**src/sv/led_command_frame_parser_unit_macros.svh**
```systemverilog
// Assertion helpers shared by the parser modules.
`ifndef LED_COMMAND_FRAME_PARSER_UNIT_MACROS_SVH
`define LED_COMMAND_FRAME_PARSER_UNIT_MACROS_SVH

// When the antecedent holds, the consequent holds in the same cycle.
`define LFP_ASSERT_SAME(name, clk, rst, ante, cons, msg) \
   name: assert property (@(posedge clk) disable iff (rst) (ante) |-> (cons)) else $error(msg);

// When the antecedent holds, the consequent holds in the next cycle.
`define LFP_ASSERT_NEXT(name, clk, rst, ante, cons, msg) \
   name: assert property (@(posedge clk) disable iff (rst) (ante) |=> (cons)) else $error(msg);

`endif

```
**src/sv/lfp_pkg.sv**
```systemverilog
`timescale 1ns / 1ps

package lfp_pkg;

   localparam int DESCRIPTOR_BYTES_DEFAULT = 4;
   localparam int DESC_IDX_W = 2;
   localparam int CSR_INDEX_W = 8;

   localparam logic [7:0] COLUMN_COUNT_RESET = 8'd80;
   localparam logic [7:0] LINE_COUNT_RESET = 8'd24;

   localparam logic [CSR_INDEX_W-1:0] CSR_COLUMN_COUNT = 8'd0;
   localparam logic [CSR_INDEX_W-1:0] CSR_LINE_COUNT = 8'd1;

   localparam logic [7:0] CMD_HELLO = 8'd1;
   localparam logic [7:0] CMD_LED = 8'd2;
   localparam logic [7:0] CMD_MOVE = 8'd3;
   localparam logic [7:0] CMD_CONFIG = 8'd4;
   localparam logic [7:0] CMD_CRC = 8'd5;

   localparam logic [31:0] HELO_WORD = 32'h4F4C4548;
   localparam logic [31:0] CRC_POLY = 32'hEDB88320;
   localparam logic [31:0] CRC_INIT = 32'hFFFFFFFF;

   localparam logic [1:0] KIND_LED = 2'd0;
   localparam logic [1:0] KIND_CRC = 2'd1;
   localparam logic [1:0] KIND_ACK = 2'd2;
   localparam logic [1:0] KIND_FAULT = 2'd3;

   localparam logic [2:0] FAULT_NONE = 3'd0;
   localparam logic [2:0] FAULT_UNKNOWN_ID = 3'd1;
   localparam logic [2:0] FAULT_BAD_HELLO = 3'd2;
   localparam logic [2:0] FAULT_NO_HELLO = 3'd3;
   localparam logic [2:0] FAULT_BAD_LENGTH = 3'd4;
   localparam logic [2:0] FAULT_RANGE = 3'd5;
   localparam logic [2:0] FAULT_BAD_FLAG = 3'd6;

   typedef enum logic [3:0] {
      ST_WAIT,
      ST_PROC,
      ST_START,
      ST_LED_CHECK,
      ST_CRC,
      ST_EMIT_A,
      ST_EMIT_B,
      ST_HALT
   } lfp_state_type;

   typedef enum logic [1:0] {
      PH_ID,
      PH_LEN,
      PH_PAYLOAD
   } lfp_phase_type;

   typedef enum logic [1:0] {
      FIRST_NONE,
      FIRST_LED,
      FIRST_CRC
   } lfp_first_type;

   typedef enum logic [1:0] {
      SECOND_NONE,
      SECOND_ACK,
      SECOND_FAULT
   } lfp_second_type;

   typedef struct packed {
      logic       capture;
      logic       set_id;
      logic       len_byte;
      logic       frame_start;
      logic       crc_init;
      logic       mod_start;
      logic       pay_led;
      logic       pay_asm;
      logic       crc_xor;
      logic       crc_step;
      logic       set_hello;
      logic       set_cursor;
      logic       set_debug;
      logic       emit;
      logic [1:0] emit_kind;
      logic [2:0] emit_fault;
      logic       emit_last;
   } lfp_cmd_type;

   typedef struct packed {
      logic is_hello;
      logic is_led;
      logic is_move;
      logic is_cfg;
      logic is_crc;
      logic len_last;
      logic len_ok;
      logic len_zero;
      logic mod_zero;
      logic cursor_ok;
      logic range_ok;
      logic hello_seen;
      logic desc_last;
      logic pay_last;
      logic helo_ok;
      logic move_ok;
      logic flag_ok;
      logic crc_last;
      logic out_free;
   } lfp_status_type;

endpackage

```
**src/sv/lfp_ctrl.sv**
```systemverilog
`timescale 1ns / 1ps

`include "led_command_frame_parser_unit_macros.svh"

module lfp_ctrl
   import lfp_pkg::*;
(
   input  logic           clock,
   input  logic           reset,
   input  logic           req_valid,
   output logic           req_stall,
   input  lfp_status_type status,
   output lfp_cmd_type    cmd
);

   lfp_state_type  state_ff, state_in;
   lfp_phase_type  phase_ff, phase_in;
   lfp_first_type  first_ff, first_in;
   lfp_second_type second_ff, second_in;
   logic [2:0]     fault_ff, fault_in;

   always_ff @(posedge clock) begin
      if (reset) begin
         state_ff  <= ST_WAIT;
         phase_ff  <= PH_ID;
         first_ff  <= FIRST_NONE;
         second_ff <= SECOND_NONE;
         fault_ff  <= FAULT_NONE;
      end else begin
         state_ff  <= state_in;
         phase_ff  <= phase_in;
         first_ff  <= first_in;
         second_ff <= second_in;
         fault_ff  <= fault_in;
      end
   end

   always_comb begin
      state_in  = state_ff;
      phase_in  = phase_ff;
      first_in  = first_ff;
      second_in = second_ff;
      fault_in  = fault_ff;
      req_stall = 1'b1;
      cmd       = '0;

      unique case (state_ff)
         ST_WAIT: begin
            req_stall = 1'b0;
            if (req_valid) begin
               cmd.capture = 1'b1;
               first_in    = FIRST_NONE;
               second_in   = SECOND_NONE;
               fault_in    = FAULT_NONE;
               state_in    = ST_PROC;
            end
         end
         ST_PROC: begin
            state_in = ST_WAIT;
            unique case (phase_ff)
               PH_ID: begin
                  cmd.set_id = 1'b1;
                  phase_in   = PH_LEN;
               end
               PH_LEN: begin
                  cmd.len_byte = 1'b1;
                  if (status.len_last) begin
                     state_in = ST_START;
                  end
               end
               default: begin
                  if (status.is_led) begin
                     cmd.pay_led = 1'b1;
                     first_in    = status.desc_last ? FIRST_LED : FIRST_NONE;
                     if (status.pay_last) begin
                        second_in = SECOND_ACK;
                        phase_in  = PH_ID;
                     end
                     state_in = ST_EMIT_A;
                  end else if (status.is_crc) begin
                     cmd.crc_xor = 1'b1;
                     if (status.pay_last) begin
                        first_in  = FIRST_CRC;
                        second_in = SECOND_ACK;
                        phase_in  = PH_ID;
                     end
                     state_in = ST_CRC;
                  end else if (status.is_hello || status.is_move || status.is_cfg) begin
                     cmd.pay_asm = 1'b1;
                     if (status.pay_last) begin
                        phase_in  = PH_ID;
                        second_in = SECOND_ACK;
                        state_in  = ST_EMIT_B;
                        if (status.is_hello) begin
                           if (!status.helo_ok) begin
                              second_in = SECOND_FAULT;
                              fault_in  = FAULT_BAD_HELLO;
                           end else begin
                              cmd.set_hello = 1'b1;
                           end
                        end else if (!status.hello_seen) begin
                           second_in = SECOND_FAULT;
                           fault_in  = FAULT_NO_HELLO;
                        end else if (status.is_move) begin
                           if (!status.move_ok) begin
                              second_in = SECOND_FAULT;
                              fault_in  = FAULT_RANGE;
                           end else begin
                              cmd.set_cursor = 1'b1;
                           end
                        end else begin
                           if (!status.flag_ok) begin
                              second_in = SECOND_FAULT;
                              fault_in  = FAULT_BAD_FLAG;
                           end else begin
                              cmd.set_debug = 1'b1;
                           end
                        end
                     end
                  end else begin
                     phase_in = PH_ID;
                  end
               end
            endcase
         end
         ST_START: begin
            cmd.frame_start = 1'b1;
            phase_in        = PH_PAYLOAD;
            state_in        = ST_WAIT;
            if (status.is_led) begin
               cmd.mod_start = 1'b1;
               state_in      = ST_LED_CHECK;
            end else if (status.is_crc) begin
               cmd.crc_init = 1'b1;
               if (status.len_zero) begin
                  first_in  = FIRST_CRC;
                  second_in = SECOND_ACK;
                  phase_in  = PH_ID;
                  state_in  = ST_EMIT_A;
               end
            end else if (status.is_hello || status.is_move || status.is_cfg) begin
               if (!status.len_ok) begin
                  second_in = SECOND_FAULT;
                  fault_in  = FAULT_BAD_LENGTH;
                  phase_in  = PH_ID;
                  state_in  = ST_EMIT_B;
               end
            end else begin
               second_in = SECOND_FAULT;
               fault_in  = FAULT_UNKNOWN_ID;
               phase_in  = PH_ID;
               state_in  = ST_EMIT_B;
            end
         end
         ST_LED_CHECK: begin
            state_in = ST_EMIT_B;
            phase_in = PH_ID;
            if (!status.mod_zero) begin
               second_in = SECOND_FAULT;
               fault_in  = FAULT_BAD_LENGTH;
            end else if (!status.cursor_ok) begin
               second_in = SECOND_FAULT;
               fault_in  = FAULT_RANGE;
            end else if (!status.hello_seen) begin
               second_in = SECOND_FAULT;
               fault_in  = FAULT_NO_HELLO;
            end else if (status.len_zero) begin
               second_in = SECOND_ACK;
            end else if (!status.range_ok) begin
               second_in = SECOND_FAULT;
               fault_in  = FAULT_RANGE;
            end else begin
               phase_in = PH_PAYLOAD;
               state_in = ST_WAIT;
            end
         end
         ST_CRC: begin
            cmd.crc_step = 1'b1;
            if (status.crc_last) begin
               state_in = ST_EMIT_A;
            end
         end
         ST_EMIT_A: begin
            if (first_ff == FIRST_NONE) begin
               state_in = ST_EMIT_B;
            end else if (status.out_free) begin
               cmd.emit      = 1'b1;
               cmd.emit_kind = (first_ff == FIRST_LED) ? KIND_LED : KIND_CRC;
               cmd.emit_last = (second_ff == SECOND_NONE);
               state_in      = ST_EMIT_B;
            end
         end
         ST_EMIT_B: begin
            if (second_ff == SECOND_NONE) begin
               state_in = ST_WAIT;
            end else if (status.out_free) begin
               cmd.emit       = 1'b1;
               cmd.emit_last  = 1'b1;
               if (second_ff == SECOND_FAULT) begin
                  cmd.emit_kind  = KIND_FAULT;
                  cmd.emit_fault = fault_ff;
                  state_in       = ST_HALT;
               end else begin
                  cmd.emit_kind = KIND_ACK;
                  state_in      = ST_WAIT;
               end
            end
         end
         ST_HALT: begin
            // Bytes are still taken so the sender never hangs, but they are dropped.
            req_stall = 1'b0;
         end
         default: begin
            state_in = ST_WAIT;
         end
      endcase
   end

   `LFP_ASSERT_SAME(a_halt_silent, clock, reset, state_ff == ST_HALT, !cmd.emit, "emit after fault")
   `LFP_ASSERT_SAME(a_emit_free, clock, reset, cmd.emit, status.out_free, "emit into busy output")
   `LFP_ASSERT_NEXT(a_fault_halts, clock, reset,
      cmd.emit && cmd.emit_kind == KIND_FAULT, state_ff == ST_HALT, "fault did not halt")

endmodule

```
**src/sv/lfp_dp.sv**
```systemverilog
`timescale 1ns / 1ps

`include "led_command_frame_parser_unit_macros.svh"

module lfp_dp
   import lfp_pkg::*;
#(
   parameter int DESCRIPTOR_BYTES = DESCRIPTOR_BYTES_DEFAULT
) (
   input  logic           clock,
   input  logic           reset,
   input  logic [7:0]     req_rx_byte,
   input  logic [7:0]     column_count,
   input  logic [7:0]     line_count,
   input  lfp_cmd_type    cmd,
   output lfp_status_type status,
   output logic           rsp_valid,
   input  logic           rsp_stall,
   output logic [1:0]     rsp_kind,
   output logic [7:0]     rsp_led_column,
   output logic [7:0]     rsp_led_line,
   output logic [31:0]    rsp_led_descriptor,
   output logic [31:0]    rsp_crc_value,
   output logic           rsp_debug_enabled,
   output logic [2:0]     rsp_fault_code,
   output logic           rsp_last
);

   localparam logic [2:0] DESC_W3 = 3'(DESCRIPTOR_BYTES);
   localparam logic [DESC_IDX_W-1:0] DESC_LAST = DESC_IDX_W'(DESCRIPTOR_BYTES - 1);
   localparam logic [1:0] DESC_MASK = 2'(DESCRIPTOR_BYTES - 1);

   logic [7:0]  rx_ff;
   logic [7:0]  id_ff;
   logic [31:0] len_ff, cnt_ff;
   logic [63:0] asm_ff;
   logic [7:0]  col_ff, line_ff;
   logic        hello_ff, dbg_ff;
   logic [31:0] crc_ff;
   logic [2:0]  bit_ff;
   logic [DESC_IDX_W-1:0] k_ff;
   logic [31:0] desc_ff;
   logic [1:0]  rem_ff;
   logic [15:0] prod_ff, limit_ff;
   logic        rpos_ff;
   logic [19:0] rd_ff;
   logic [7:0]  st_col_ff, st_line_ff;
   logic [31:0] st_desc_ff;

   logic        out_valid_ff;
   logic [1:0]  out_kind_ff;
   logic [7:0]  out_col_ff, out_line_ff;
   logic [31:0] out_desc_ff, out_crc_ff;
   logic        out_dbg_ff, out_last_ff;
   logic [2:0]  out_fault_ff;

   logic [63:0] asm_in;
   logic [31:0] desc_in;
   logic [9:0]  len_sum;
   logic [3:0]  len_fold1;
   logic [2:0]  len_fold2;
   logic [1:0]  len_mod3;
   logic [1:0]  len_rem;
   logic [17:0] r_val;
   logic        desc_last;
   logic        out_free;

   assign asm_in    = asm_ff | (64'(rx_ff) << {cnt_ff[2:0], 3'b000});
   assign desc_in   = ((k_ff == '0) ? 32'd0 : desc_ff) | (32'(rx_ff) << {k_ff, 3'b000});
   assign r_val     = {2'b00, limit_ff} - {2'b00, prod_ff} - {10'd0, col_ff};
   assign desc_last = (k_ff == DESC_LAST);
   assign out_free  = !out_valid_ff || !rsp_stall;

   // Length remainder: a mask for sizes of one, two and four bytes; for three bytes
   // the digits base 256 and then base 4 are summed, since both bases are 1 modulo 3.
   assign len_sum   = {2'b00, len_ff[7:0]} + {2'b00, len_ff[15:8]}
                    + {2'b00, len_ff[23:16]} + {2'b00, len_ff[31:24]};
   assign len_fold1 = {2'b00, len_sum[1:0]} + {2'b00, len_sum[3:2]} + {2'b00, len_sum[5:4]}
                    + {2'b00, len_sum[7:6]} + {2'b00, len_sum[9:8]};
   assign len_fold2 = {1'b0, len_fold1[1:0]} + {1'b0, len_fold1[3:2]};
   assign len_mod3  = (len_fold2 >= 3'd6) ? 2'(len_fold2 - 3'd6)
                    : (len_fold2 >= 3'd3) ? 2'(len_fold2 - 3'd3) : len_fold2[1:0];
   assign len_rem   = (DESCRIPTOR_BYTES == 3) ? len_mod3 : (len_ff[1:0] & DESC_MASK);

   always_comb begin
      status            = '0;
      status.is_hello   = (id_ff == CMD_HELLO);
      status.is_led     = (id_ff == CMD_LED);
      status.is_move    = (id_ff == CMD_MOVE);
      status.is_cfg     = (id_ff == CMD_CONFIG);
      status.is_crc     = (id_ff == CMD_CRC);
      status.len_last   = (cnt_ff[1:0] == 2'd3);
      status.len_ok     = (status.is_hello && len_ff == 32'd4)
                       || (status.is_move && len_ff == 32'd8)
                       || (status.is_cfg && len_ff == 32'd1);
      status.len_zero   = (len_ff == 32'd0);
      status.mod_zero   = (rem_ff == 2'd0);
      status.cursor_ok  = (col_ff < column_count) && (line_ff < line_count);
      status.range_ok   = rpos_ff && (len_ff <= {12'd0, rd_ff});
      status.hello_seen = hello_ff;
      status.desc_last  = desc_last;
      status.pay_last   = (cnt_ff + 32'd1 == len_ff);
      status.helo_ok    = (asm_in[31:0] == HELO_WORD);
      status.move_ok    = (asm_in[31:0] < {24'd0, column_count})
                       && (asm_in[63:32] < {24'd0, line_count});
      status.flag_ok    = (asm_in[7:0] < 8'd2);
      status.crc_last   = (bit_ff == 3'd7);
      status.out_free   = out_free;
   end

   // Range terms settle while the header bytes arrive.
   always_ff @(posedge clock) begin
      prod_ff  <= line_ff * column_count;
      limit_ff <= line_count * column_count;
      rpos_ff  <= !r_val[17] && (r_val != 18'd0);
      rd_ff    <= 20'(r_val[16:0]) * 20'(DESC_W3);
   end

   always_ff @(posedge clock) begin
      if (reset) begin
         id_ff    <= '0;
         len_ff   <= '0;
         cnt_ff   <= '0;
         asm_ff   <= '0;
         col_ff   <= '0;
         line_ff  <= '0;
         hello_ff <= 1'b0;
         dbg_ff   <= 1'b0;
         crc_ff   <= CRC_INIT;
         bit_ff   <= '0;
         k_ff     <= '0;
         rem_ff   <= '0;
      end else begin
         if (cmd.set_id) begin
            id_ff  <= rx_ff;
            len_ff <= '0;
            cnt_ff <= '0;
         end
         if (cmd.len_byte) begin
            len_ff <= len_ff | (32'(rx_ff) << {cnt_ff[1:0], 3'b000});
            cnt_ff <= cnt_ff + 32'd1;
         end
         if (cmd.frame_start) begin
            cnt_ff <= '0;
            asm_ff <= '0;
            k_ff   <= '0;
         end
         if (cmd.crc_init) begin
            crc_ff <= CRC_INIT;
         end
         if (cmd.mod_start) begin
            rem_ff <= len_rem;
         end
         if (cmd.pay_led) begin
            cnt_ff <= cnt_ff + 32'd1;
            k_ff   <= desc_last ? '0 : k_ff + 1'b1;
            if (desc_last) begin
               if ({1'b0, col_ff} + 9'd1 >= {1'b0, column_count}) begin
                  col_ff  <= '0;
                  line_ff <= line_ff + 8'd1;
               end else begin
                  col_ff <= col_ff + 8'd1;
               end
            end
         end
         if (cmd.pay_asm) begin
            asm_ff <= asm_in;
            cnt_ff <= cnt_ff + 32'd1;
         end
         if (cmd.crc_xor) begin
            crc_ff <= crc_ff ^ {24'd0, rx_ff};
            bit_ff <= '0;
            cnt_ff <= cnt_ff + 32'd1;
         end
         if (cmd.crc_step) begin
            crc_ff <= (crc_ff >> 1) ^ (crc_ff[0] ? CRC_POLY : 32'd0);
            bit_ff <= bit_ff + 3'd1;
         end
         if (cmd.set_hello) begin
            hello_ff <= 1'b1;
         end
         if (cmd.set_cursor) begin
            col_ff  <= asm_in[7:0];
            line_ff <= asm_in[39:32];
         end
         if (cmd.set_debug) begin
            dbg_ff <= asm_in[0];
         end
      end
   end

   always_ff @(posedge clock) begin
      if (cmd.capture) begin
         rx_ff <= req_rx_byte;
      end
      if (cmd.pay_led) begin
         desc_ff <= desc_in;
         if (desc_last) begin
            st_desc_ff <= desc_in;
            st_col_ff  <= col_ff;
            st_line_ff <= line_ff;
         end
      end
   end

   always_ff @(posedge clock) begin
      if (reset) begin
         out_valid_ff <= 1'b0;
      end else if (cmd.emit) begin
         out_valid_ff <= 1'b1;
      end else if (!rsp_stall) begin
         out_valid_ff <= 1'b0;
      end
   end

   always_ff @(posedge clock) begin
      if (cmd.emit) begin
         out_kind_ff  <= cmd.emit_kind;
         out_fault_ff <= cmd.emit_fault;
         out_last_ff  <= cmd.emit_last;
         out_dbg_ff   <= dbg_ff;
         out_col_ff   <= (cmd.emit_kind == KIND_LED) ? st_col_ff : 8'd0;
         out_line_ff  <= (cmd.emit_kind == KIND_LED) ? st_line_ff : 8'd0;
         out_desc_ff  <= (cmd.emit_kind == KIND_LED) ? st_desc_ff : 32'd0;
         out_crc_ff   <= (cmd.emit_kind == KIND_CRC) ? ~crc_ff : 32'd0;
      end
   end

   assign rsp_valid          = out_valid_ff;
   assign rsp_kind           = out_kind_ff;
   assign rsp_led_column     = out_col_ff;
   assign rsp_led_line       = out_line_ff;
   assign rsp_led_descriptor = out_desc_ff;
   assign rsp_crc_value      = out_crc_ff;
   assign rsp_debug_enabled  = out_dbg_ff;
   assign rsp_fault_code     = out_fault_ff;
   assign rsp_last           = out_last_ff;

   `LFP_ASSERT_SAME(a_desc_idx, clock, reset, 1'b1, k_ff <= DESC_LAST, "descriptor index overrun")
   `LFP_ASSERT_SAME(a_rem_range, clock, reset, 1'b1, {1'b0, rem_ff} < DESC_W3, "remainder too big")
   `LFP_ASSERT_NEXT(a_load_valid, clock, reset, cmd.emit, out_valid_ff, "result not shown")

endmodule

```
**src/sv/led_command_frame_parser_unit.sv**
```systemverilog
`timescale 1ns / 1ps

// Channel   Direction  Handshake              Payload
// req_      in         req_valid / req_stall  req_rx_byte
// rsp_      out        rsp_valid / rsp_stall  kind, led, crc, debug, fault, last
// csr_      in         csr_valid / csr_ready  csr_index, csr_data
//
// Most requests take the byte in the wait state and process it in the process state. The last
// length byte then passes the start state, the LED check state in an LED frame, and an emit
// state per result. An LED payload byte passes both emit states. A CRC payload byte is folded
// in one bit per cycle in the CRC state; a byte ending a hello, move or configure frame
// passes emit state B. Reset is synchronous: columns 80, lines 24, cursor home, no hello seen.
// A stalled result holds the controller in its emit state.

module led_command_frame_parser_unit
   import lfp_pkg::*;
#(
   parameter int DESCRIPTOR_BYTES = DESCRIPTOR_BYTES_DEFAULT
) (
   input  logic                   clock,
   input  logic                   reset,
   input  logic                   req_valid,
   output logic                   req_stall,
   input  logic [7:0]             req_rx_byte,
   output logic                   rsp_valid,
   input  logic                   rsp_stall,
   output logic [1:0]             rsp_kind,
   output logic [7:0]             rsp_led_column,
   output logic [7:0]             rsp_led_line,
   output logic [31:0]            rsp_led_descriptor,
   output logic [31:0]            rsp_crc_value,
   output logic                   rsp_debug_enabled,
   output logic [2:0]             rsp_fault_code,
   output logic                   rsp_last,
   input  logic                   csr_valid,
   output logic                   csr_ready,
   input  logic [CSR_INDEX_W-1:0] csr_index,
   input  logic [7:0]             csr_data
);

   logic [7:0]     column_count_ff;
   logic [7:0]     line_count_ff;
   lfp_cmd_type    cmd;
   lfp_status_type status;

   // The register port never pushes back; writes to unknown indexes are dropped.
   assign csr_ready = 1'b1;

   always_ff @(posedge clock) begin
      if (reset) begin
         column_count_ff <= COLUMN_COUNT_RESET;
         line_count_ff   <= LINE_COUNT_RESET;
      end else if (csr_valid && csr_ready) begin
         unique case (csr_index)
            CSR_COLUMN_COUNT: column_count_ff <= csr_data;
            CSR_LINE_COUNT:   line_count_ff <= csr_data;
            default: begin
            end
         endcase
      end
   end

   // The controller sequences each request; the datapath holds frame state.
   lfp_ctrl u_ctrl (
      .clock     (clock),
      .reset     (reset),
      .req_valid (req_valid),
      .req_stall (req_stall),
      .status    (status),
      .cmd       (cmd)
   );

   lfp_dp #(
      .DESCRIPTOR_BYTES (DESCRIPTOR_BYTES)
   ) u_dp (
      .clock              (clock),
      .reset              (reset),
      .req_rx_byte        (req_rx_byte),
      .column_count       (column_count_ff),
      .line_count         (line_count_ff),
      .cmd                (cmd),
      .status             (status),
      .rsp_valid          (rsp_valid),
      .rsp_stall          (rsp_stall),
      .rsp_kind           (rsp_kind),
      .rsp_led_column     (rsp_led_column),
      .rsp_led_line       (rsp_led_line),
      .rsp_led_descriptor (rsp_led_descriptor),
      .rsp_crc_value      (rsp_crc_value),
      .rsp_debug_enabled  (rsp_debug_enabled),
      .rsp_fault_code     (rsp_fault_code),
      .rsp_last           (rsp_last)
   );

endmodule
```
**config.mk**
```make
export PLATFORM = sky130hd
export DESIGN_NAME = led_command_frame_parser_unit
export DESIGN_NICKNAME = d
export VERILOG_FILES = /design/src/sv/lfp_pkg.sv /design/src/sv/lfp_ctrl.sv /design/src/sv/lfp_dp.sv /design/src/sv/led_command_frame_parser_unit.sv
export VERILOG_INCLUDE_DIRS = /design/src /design/src/sv
export SDC_FILE = /design/constraint.sdc
export NUM_CORES = 1
export LEC_CHECK = 0
export BUFFER_PORTS_ARGS = -buffer_cell sky130_fd_sc_hd__buf_2
export CAP_MARGIN = 30
export CORE_ASPECT_RATIO = 2
export CORE_MARGIN = 2
export CORE_UTILIZATION = 56
export CTS_CLUSTER_DIAMETER = 80
export DETAILED_ROUTE_END_ITERATION = 8
export GPL_TIMING_DRIVEN = 0
export MAX_ROUTING_LAYER = met4
export PLACE_DENSITY = 0.77
export SYNTH_ARGS = -nofsm -noshare
export SYNTH_HDL_FRONTEND = slang
export SYNTH_SLANG_ARGS = --single-unit
```
**constraint.sdc**
```tcl
create_clock -name clock -period 6.3 [get_ports clock]
set_clock_uncertainty 0.15 [all_clocks]
set_input_delay 0.63 -clock clock [delete_from_list [all_inputs] [get_ports clock]]
set_output_delay 0.63 -clock clock [all_outputs]
set_load 0.02 [all_outputs]
```
---- After elaboration in Yosys (flattened, before gate mapping) ----
Cells that the tools add are included.
operators by class
  reduce and logical (&&, ||, !) cells .... 50
  magnitude comparators ................... 7
  equality and inequality tests ........... 53
  multipliers ............................. 2
  shift operators ......................... 3
  add/subtract/negate cells ............... 8
  muxes and demuxes ....................... 165
  bitwise gates (word level) .............. 10
operators with widths
  operator                 count
  $mux W32                 12
  $mux W64                 2
  $mux W3                  41
  $mux W2                  52
  $lt A32 B8 Y1            2
  $mux W8                  8
  $or A32 B32 Y32          2
  $or A64 B64 Y64          1
  $shl A8 B5 Y32           2
  $shl A8 B6 Y64           1
  $mux W4                  15
  $add A32 B1 Y32 const B  1
  $eq A32 B1 Y1 const B    1
  $eq A32 B3 Y1 const B    1
  $eq A32 B31 Y1 const B   1
  $eq A32 B32 Y1           1
  $eq A32 B4 Y1 const B    1
  $le A32 B19 Y1           1
  $logic_not A32 Y1        1
  $mul A8 B8 Y16           2
  $not A32 Y32             1
  $pmux W4 S8              1
  $xor A31 B32 Y32         1
  $xor A32 B8 Y32          1
  other kinds (55)         146
storage, ports and cells
  flip-flop bits (word level) ............. 448
  output and inout bits ................... 90
  bits of input ports ..................... 29

---- Longest topological paths before layout ----
Gate-level depths: netlist of the first run.
  depth after elaboration ................. 16
  gate-level depth with buffers ........... 21
  gate-level depth less buffers ........... 20

---- Modules after synthesis ----
From an unflattened synthesis of the first run, not the netlist that was laid out.
unflattened totals
  cell total of the unflattened synthesis .. 2703
  area total of the unflattened synthesis .. 25235.5 um^2
modules (own cells, without submodules)
  module                         area each (um^2)  cells an instance  times used
  lfp_dp                         23209.8           2452               1
  lfp_ctrl                       1302.5            180                1
  led_command_frame_parser_unit  723.2             71                 1

---- Worst setup path before layout of the first run ----
OpenSTA, ideal clock, no wires.
  path type ............................... register to register
  start ................................... reg u_ctrl.state_ff[0]
  end ..................................... reg u_dp.out_crc_ff[0], in the netlist u_dp.rsp_crc_value[0], enable pin
  path slack .............................. 0.249 ns
  arrival ................................. 5.340 ns
  cell stages (with the launch flop) ...... 7
  path through ............................ dfxtp_1 -> inv_1 -> clkbuf_1 -> nand2_1 -> o21ai_0 -> nand2_1 -> a21oi_1
RTL lines
  element                 line            text
  start, declared         lfp_ctrl.sv:16  lfp_state_type state_ff, state_in;
  start signal, assigned  lfp_ctrl.sv:30  state_ff <= state_in;
  end signal, assigned    lfp_dp.sv:225   out_crc_ff <= (cmd.emit_kind == KIND_CRC) ? ~crc_ff : 32'd0;
  end, declared           lfp_dp.sv:53    logic [31:0] out_desc_ff, out_crc_ff;

---- Worst setup path in the final report of the first run ----
  start ................................... reg column_count_ff[4]
  end ..................................... reg u_dp.prod_ff[14]
between the ends
  cells in the longest elaborated chain, start to end .. 1
RTL lines
  element                 line                                 text
  start, declared         led_command_frame_parser_unit.sv:41  logic [7:0] column_count_ff;
  start signal, assigned  led_command_frame_parser_unit.sv:55  CSR_COLUMN_COUNT: column_count_ff <= csr_data;
  $mul A8 B8 Y16          lfp_dp.sv:113                        prod_ff <= line_ff * column_count;
  end signal, assigned    lfp_dp.sv:113
  end, declared           lfp_dp.sv:44                         logic [15:0] prod_ff, limit_ff;
Every way passes these cells.
A chain may end at the register's enable or synchronous reset.

==> flow_summary.yaml, run 1 <==
layout:
  final_common_cell: "nor2_1"
  nNetsFinal: 3156
  mostFrequentLayoutCells: "nor2_1, dfxtp_1, inv_1, nand2_1, edfxtp_1"
  design_area_sq_um: 28200
  syn2layout_area_growth_pct: 10.8
  post-route-util: 0.627
  drive_gt1_frac: 0.0888
yosys:
  synth_top_area_share: 0.214
  async_flop_share: 0
  syn_avg_cell_area_sq_um: 9.34
  synth_top_area_cell: "dfxtp_1"
  synth_cell_types: 93
  yosysSeqAreaShare: 0.420
  synth_cells: 2726
  synth-seq-cells: 447
  synth_warnings: 0
  syn_area_sq_um: 25500
  synth-edff-count: 175
  syn-num-nets: 2986
  synthFlopType: "dfxtp_1"
  synthTopCellsByArea: "dfxtp_1, edfxtp_1, ha_1"
critical_path:
  cp-end-kind: "register"
  required_ns: 6.53
  crit_fanout: 11
  criticalPathCategory: "reg -> reg"
  cp_data_arrival_time_ns: 6.29
  worstSetupStartpointType: "register"
detailed_routing:
  firstDrtPassIters: 8
  antenna_left: 0
  avgViaCountPerCell: 6.24
  drc: 0
  num_vias: 21758
  drt_iter0_markers: 1324
  totalWireLength_um: 82800
  drt-wirelength-per-cell_um: 23.7
power_and_ir_drop:
  seqPwrFrac: 0.444
  pwr-share-comb: 0.224
  p_switching_mw: 2.49
  internal_power_mw: 4.89
  total_power_mw: 7.37
  swShare: 0.337
  irDropWorstVdd_uv: 214
  power.density_nw_per_um2: 261
  p_leak_nw: 11.2
  power_frac_clock: 0.332
sta:
  finalHoldViolCount: 0
  final.setup.worst_slack_ns: 0.240
  period_needed_ns: 6.06
  slew_headroom: 0.237
  fin_crit_sh: 0.962
  worst_pin_slew_ns: 1.14
  setup_viol: 0
  max_freq_mhz: 165
  rsz0062_at_grt: "false"
  final_max_slew_viol_count: 0
floorplan:
  start_util: 0.566
  pin_count: 119
  die_area_sq_um: 47300
  die_w_um: 155
  die_y_um: 306
  core_area_sq_um: 45000
  row_count: 110
clocking:
  clk_path_buf_depth: 3
  clk_latency_ns: 0.58
  cts_tree: "yes"
  cts_buffers: 40
  cts-root-buf: "clkbuf_16"
  clk_pin_slew_ns: 0.07
  cts_hold_buf: 0
  h-tree-depth: 2
  cts.sinks: 447
job:
  drv_cap: 0
global_route:
  antenna_found_initial: 1
  grt_pass1_wl_um: 126000
  grt_pass1_vias: 22530
  grt_overflow_total: 0
  grt_max_degree: 36
  grt_use_total: 0.360
place:
  portBuffers: 116
  dp_slack_ns: 0.0961
  place.gp.congestion: 1.02
  post_dp_cell_area_sq_um: 26900
  dp_hpwl_um: 64800
status:
  outcome: "complete, no violations"
worst_hold_path:
  holdCritPathClass: "in -> reg"
path summary, 6_finish.rpt:
kind                                         start  cells after the start  slack, ns                      to
worst max-delay path            column_count_ff[4]                     18       0.24        u_dp.prod_ff[14]
worst min-delay path                req_rx_byte[3]                      1       0.10           u_dp.rx_ff[3]
worst max register to register  column_count_ff[4]                     18       0.24        u_dp.prod_ff[14]
worst min register to register         u_dp.dbg_ff                      0       0.31  u_dp.rsp_debug_enabled
flip-flops by register name (all words and copies together) (netlist names), 16 cells and up:
name and count:
u_dp.rsp_crc_value 32, u_dp.cnt_ff 32, u_dp.st_desc_ff 32, u_dp.prod_ff 16, u_dp.desc_ff 32, u_dp.limit_ff 16
u_dp.rsp_led_descriptor 32, u_dp.rd_ff 17, u_dp.asm_ff 64, u_dp.len_ff 32, u_dp.crc_ff 32
power groups by stage:
stage,clock (mW),sequential (mW),combinational [mW]
5_1_grt,2.57,3.29,1.75
3_5_place_dp,0,3.34,1.60
2_1_floorplan,0,3.34,0.972
4_1_cts,2.48,3.27,1.61
6_report,2.45,3.28,1.65
3_3_place_gp,0,3.34,1.56
what timing repair did:
action                                  4_1_cts  5_1_grt
buffers inserted                              0        0
endpoints found under the setup margin        0        4
resized for setup                             0        3
per-layer routing:
metal,track usage,wire (um)
met4,0.350,9800
met1,0.327,26500
met3,0.0435,3910
met2,0.635,42600
met5,-,0
worst max-delay path: stages (launching register included):
cell	delay (ns)
dfxtp_1	0.30
clkbuf_1	0.46
clkinvlp_4	0.55
nor2_1	0.27
fa_1	0.42
ha_1	0.28
inv_1	0.05
fa_1	0.53
fa_1	0.55
inv_1	0.05
ha_1	0.33
inv_1	0.06
o21ai_0	0.29
a21oi_1	0.16
nor2b_1	0.20
o2111ai_1	0.16
nand3_1	0.13
o311ai_0	0.16
xnor2_1	0.76
stage by stage:
step                TNS, ns  hold slack, ns  instances
CTS                       0          0.0915       3487
global placement    -205.42           0.294       3402
finish                    0           0.102       3489
detailed placement        0           0.294       3413
floorplan                 0           0.258       2726
global route              0           0.106       3489
Yosys cell counts, types with 47 or more instances:
cell	n
edfxtp_1	175
xnor2_1	67
nand2_1	207
ha_1	157
fa_1	74
o21ai_0	116
nand3_1	56
nor2_1	310
a21oi_1	150
clkbuf_1	131
inv_1	208
nor4_1	47
and2_1	108
dfxtp_1	272
cell type report:
| cell class | instances | area [sq um] |
|---|---|---|
| clock inverters | 25 | 249 |
| repair buffers | 128 | 718 |
| well taps | 560 | 701 |
| inverters | 215 | 811 |
| flip-flops and latches | 447 | 10700 |
| multi-input cells | 1909 | 13400 |
| clock buffers | 49 | 1030 |
| plain buffers | 155 | 624 |
| fillers | 3852 | 16800 |
| diodes | 1 | 2.50 |
logic make-up (layout without fill, tap and decap cells):
group | after synthesis | count (layout) | synth area share
buf+inv | 370 | 572 | 0.0562
fa+ha+maj | 231 | 231 | 0.135
flops | 447 | 447 | 0.420
other cells | 1 | 2 | 0.000147
compound gates | 556 | 556 | 0.141
mux | 38 | 38 | 0.0163
simple gates | 970 | 970 | 0.192
xor+xnor | 113 | 113 | 0.0389
No activity file was read; power rests on OpenSTA's default activity.
==> run 2: changes to the inputs <==
--- a/config.mk
+++ b/config.mk
@@ -15,7 +15,7 @@
 export DETAILED_ROUTE_END_ITERATION = 8
 export GPL_TIMING_DRIVEN = 0
 export MAX_ROUTING_LAYER = met4
-export PLACE_DENSITY = 0.77
+export PLACE_DENSITY = 0.83
 export SYNTH_ARGS = -nofsm -noshare
 export SYNTH_HDL_FRONTEND = slang
 export SYNTH_SLANG_ARGS = --single-unit
==> run 2 against run 1 <==
Compared with the run above:
- sequential share of layout area about the same
- via count increased by 1.7%
- worst hold slack improved by 0.0082 ns
- sequential power about the same
- combinational power about the same
- clock power increased by 3%
- clock-buffer cell count unchanged
- power increased by 1.4%
- critical path depth decreased by 1
==> flow_summary.yaml, run 2 (synthesis results as in run 1) <==
global_route:
  grt_pass1_wl_um: 129000
  grt_use_total: 0.370
  grt_pass1_vias: 22645
  antenna_found_initial: 2
  grt_max_degree: 36
  grt_overflow_total: 0
critical_path:
  cp_data_arrival_time_ns: 6.35
  rr_worst_depth: 17
  r2r-start: "column_count_ff[4]"
  crit_fanout: 11
  cp_top_family: "adder cells"
  r2r_end: "u_dp.prod_ff[11]"
  path_cells: "clkbuf_1, clkinv_1, nor2_1, fa_1, ha_1, inv_1, fa_1, fa_1, inv_1, ha_1, o21ai_0, a21boi_0, o21ai_0, a21boi_0, o21ai_0, nand2b_1, xor2_1"
  worst_path_largest_cell_delay_ns: 0.68
  path_buf_inv: 4
  crit_slowest_cell: "xor2_1"
  reg2reg_slack_ns: 0.18
  criticalPathCategory: "reg -> reg"
  required_ns: 6.53
  cp-end-kind: "register"
  worstSetupStartpointType: "register"
clocking:
  clk_latency_ns: 0.60
  cts_setup_buffers: 0
  cts-root-buf: "clkbuf_16"
  cts.sinks: 447
  cts_tree: "yes"
  clk_pin_slew_ns: 0.07
  h-tree-depth: 2
  cts_hold_buf: 0
  clk_path_buf_depth: 3
  cts_buffers: 39
  cts_resized: 0
layout:
  largest_register: "u_dp.asm_ff"
  mostFrequentLayoutCells: "nor2_1, dfxtp_1, inv_1, nand2_1, edfxtp_1"
  nNetsFinal: 3153
  nFillCells: 3716
  largest_reg_flops: 64
  final_common_cell: "nor2_1"
  design_area_sq_um: 28200
  layout.cells.non_filler: 3484
  diodes: 0
  drive_gt1_frac: 0.0869
  post-route-util: 0.627
  syn2layout_area_growth_pct: 10.9
place:
  portBuffers: 116
  post_dp_cell_area_sq_um: 26900
  dp_hpwl_um: 65400
  place.gp.congestion: 1.05
  place_inst: 3410
detailed_routing:
  avgViaCountPerCell: 6.35
  drt-wirelength-per-cell_um: 24.5
  antenna_left: 0
  num_vias: 22136
  firstDrtPassIters: 7
  drt_iter0_markers: 1782
  totalWireLength_um: 85200
  drc: 0
sta:
  period_needed_ns: 6.12
  finalHoldViolCount: 0
  final_max_slew_viol_count: 0
  timing.setup.tns_ns: 0
  slew_headroom: 0.275
  setup_viol: 0
  max_freq_mhz: 163
  worst_pin_slew_ns: 1.09
  rsz0062_at_grt: "false"
  fin_crit_sh: 0.971
job:
  drv_cap: 0
power_and_ir_drop:
  irDropWorstVdd_uv: 216
  p_leak_nw: 11.2
  power.density_nw_per_um2: 265
  total_power_mw: 7.47
status:
  outcome: "complete, no violations"
floorplan:
  pin_count: 119
  die_area_sq_um: 47300
  row_count: 110
  start_util: 0.566
  core_area_sq_um: 45000
  die_y_um: 306
  die_w_um: 155
worst_hold_path:
  holdCritPathClass: "in -> reg"
  holdPathStages: 1
  hold_start: "req_rx_byte[4]"
  hold_end: "u_dp.rx_ff[4]"
## run 2: changes by cell type in the layout (fill, tap and decap cells not counted), sizes merged
cell,previous run,this run
buf,151,149
bufinv,2,3
clkdlybuf4s15,0,1
clkdlybuf4s18,1,0
clkinv,19,17
clkinvlp,4,6
diode,1,0
inv,215,212
## run 2: worst max path at each step
stage                             startpoint               endpoint  slack, ns  depth (start not counted)
after CTS                 column_count_ff[4]       u_dp.prod_ff[13]       0.31                         18
final                     column_count_ff[4]       u_dp.prod_ff[11]       0.18                         17
after global routing      column_count_ff[4]       u_dp.prod_ff[13]       0.04                         18
after detailed placement  column_count_ff[4]       u_dp.prod_ff[13]       0.36                         18
after global placement         u_dp.id_ff[4]         u_dp.col_ff[1]      -1.64                         11
after floorplan           u_ctrl.state_ff[0]  u_dp.rsp_crc_value[0]       0.25                          6
## run 2: cell type report
cell class                      count  area [sq um]  area share
Tap cell                          560           701      0.0248
Clock inverter                     23           279     0.00989
Inverter                          215           807      0.0286
Clock buffer                       49          1050      0.0373
Sequential cell                   447         10700       0.379
Multi-Input combinational cell   1909         13300       0.473
Buffer                            155           624      0.0221
Timing Repair Buffer              126           712      0.0252
## run 2: power by group
part / internal, mW / total (mW) / switching [mW]
Sequential: 3.15 / 3.27 / 0.126
Combinational: 0.454 / 1.68 / 1.23
Clock: 1.35 / 2.52 / 1.17
## run 2: through the flow
| stage | hold WS [ns] | setup WS [ns] |
|---|---|---|
| after CTS | 0.0958 | 0.312 |
| after global placement | 0.270 | -1.64 |
| final | 0.110 | 0.181 |
| after floorplan | 0.258 | 0.249 |
| after detailed placement | 0.276 | 0.365 |
| after global routing | 0.102 | 0.0377 |
## run 2: worst reg2reg max path, delay by kind of cell, from the launching register on
kind                     cells  cell delay, ns
AO/OA/AOI/OAI                5            1.10
AND/OR/NAND/NOR              2            0.43
adder cells (fa/ha/maj)      5            2.10
buffers and inverters        4            1.15
XOR/XNOR                     1            0.68
flip-flops                   1            0.32
## run 2: routing by layer
| layer | up-vias | share of wire | track usage |
|---|---|---|---|
| met3 | 497 | 0.063 | 0.0614 |
| met5 | - | 0 | - |
| li1 | 9942 | - | - |
| met4 | 0 | 0.13 | 0.369 |
| met2 | 1123 | 0.50 | 0.635 |
| met1 | 10574 | 0.31 | 0.336 |
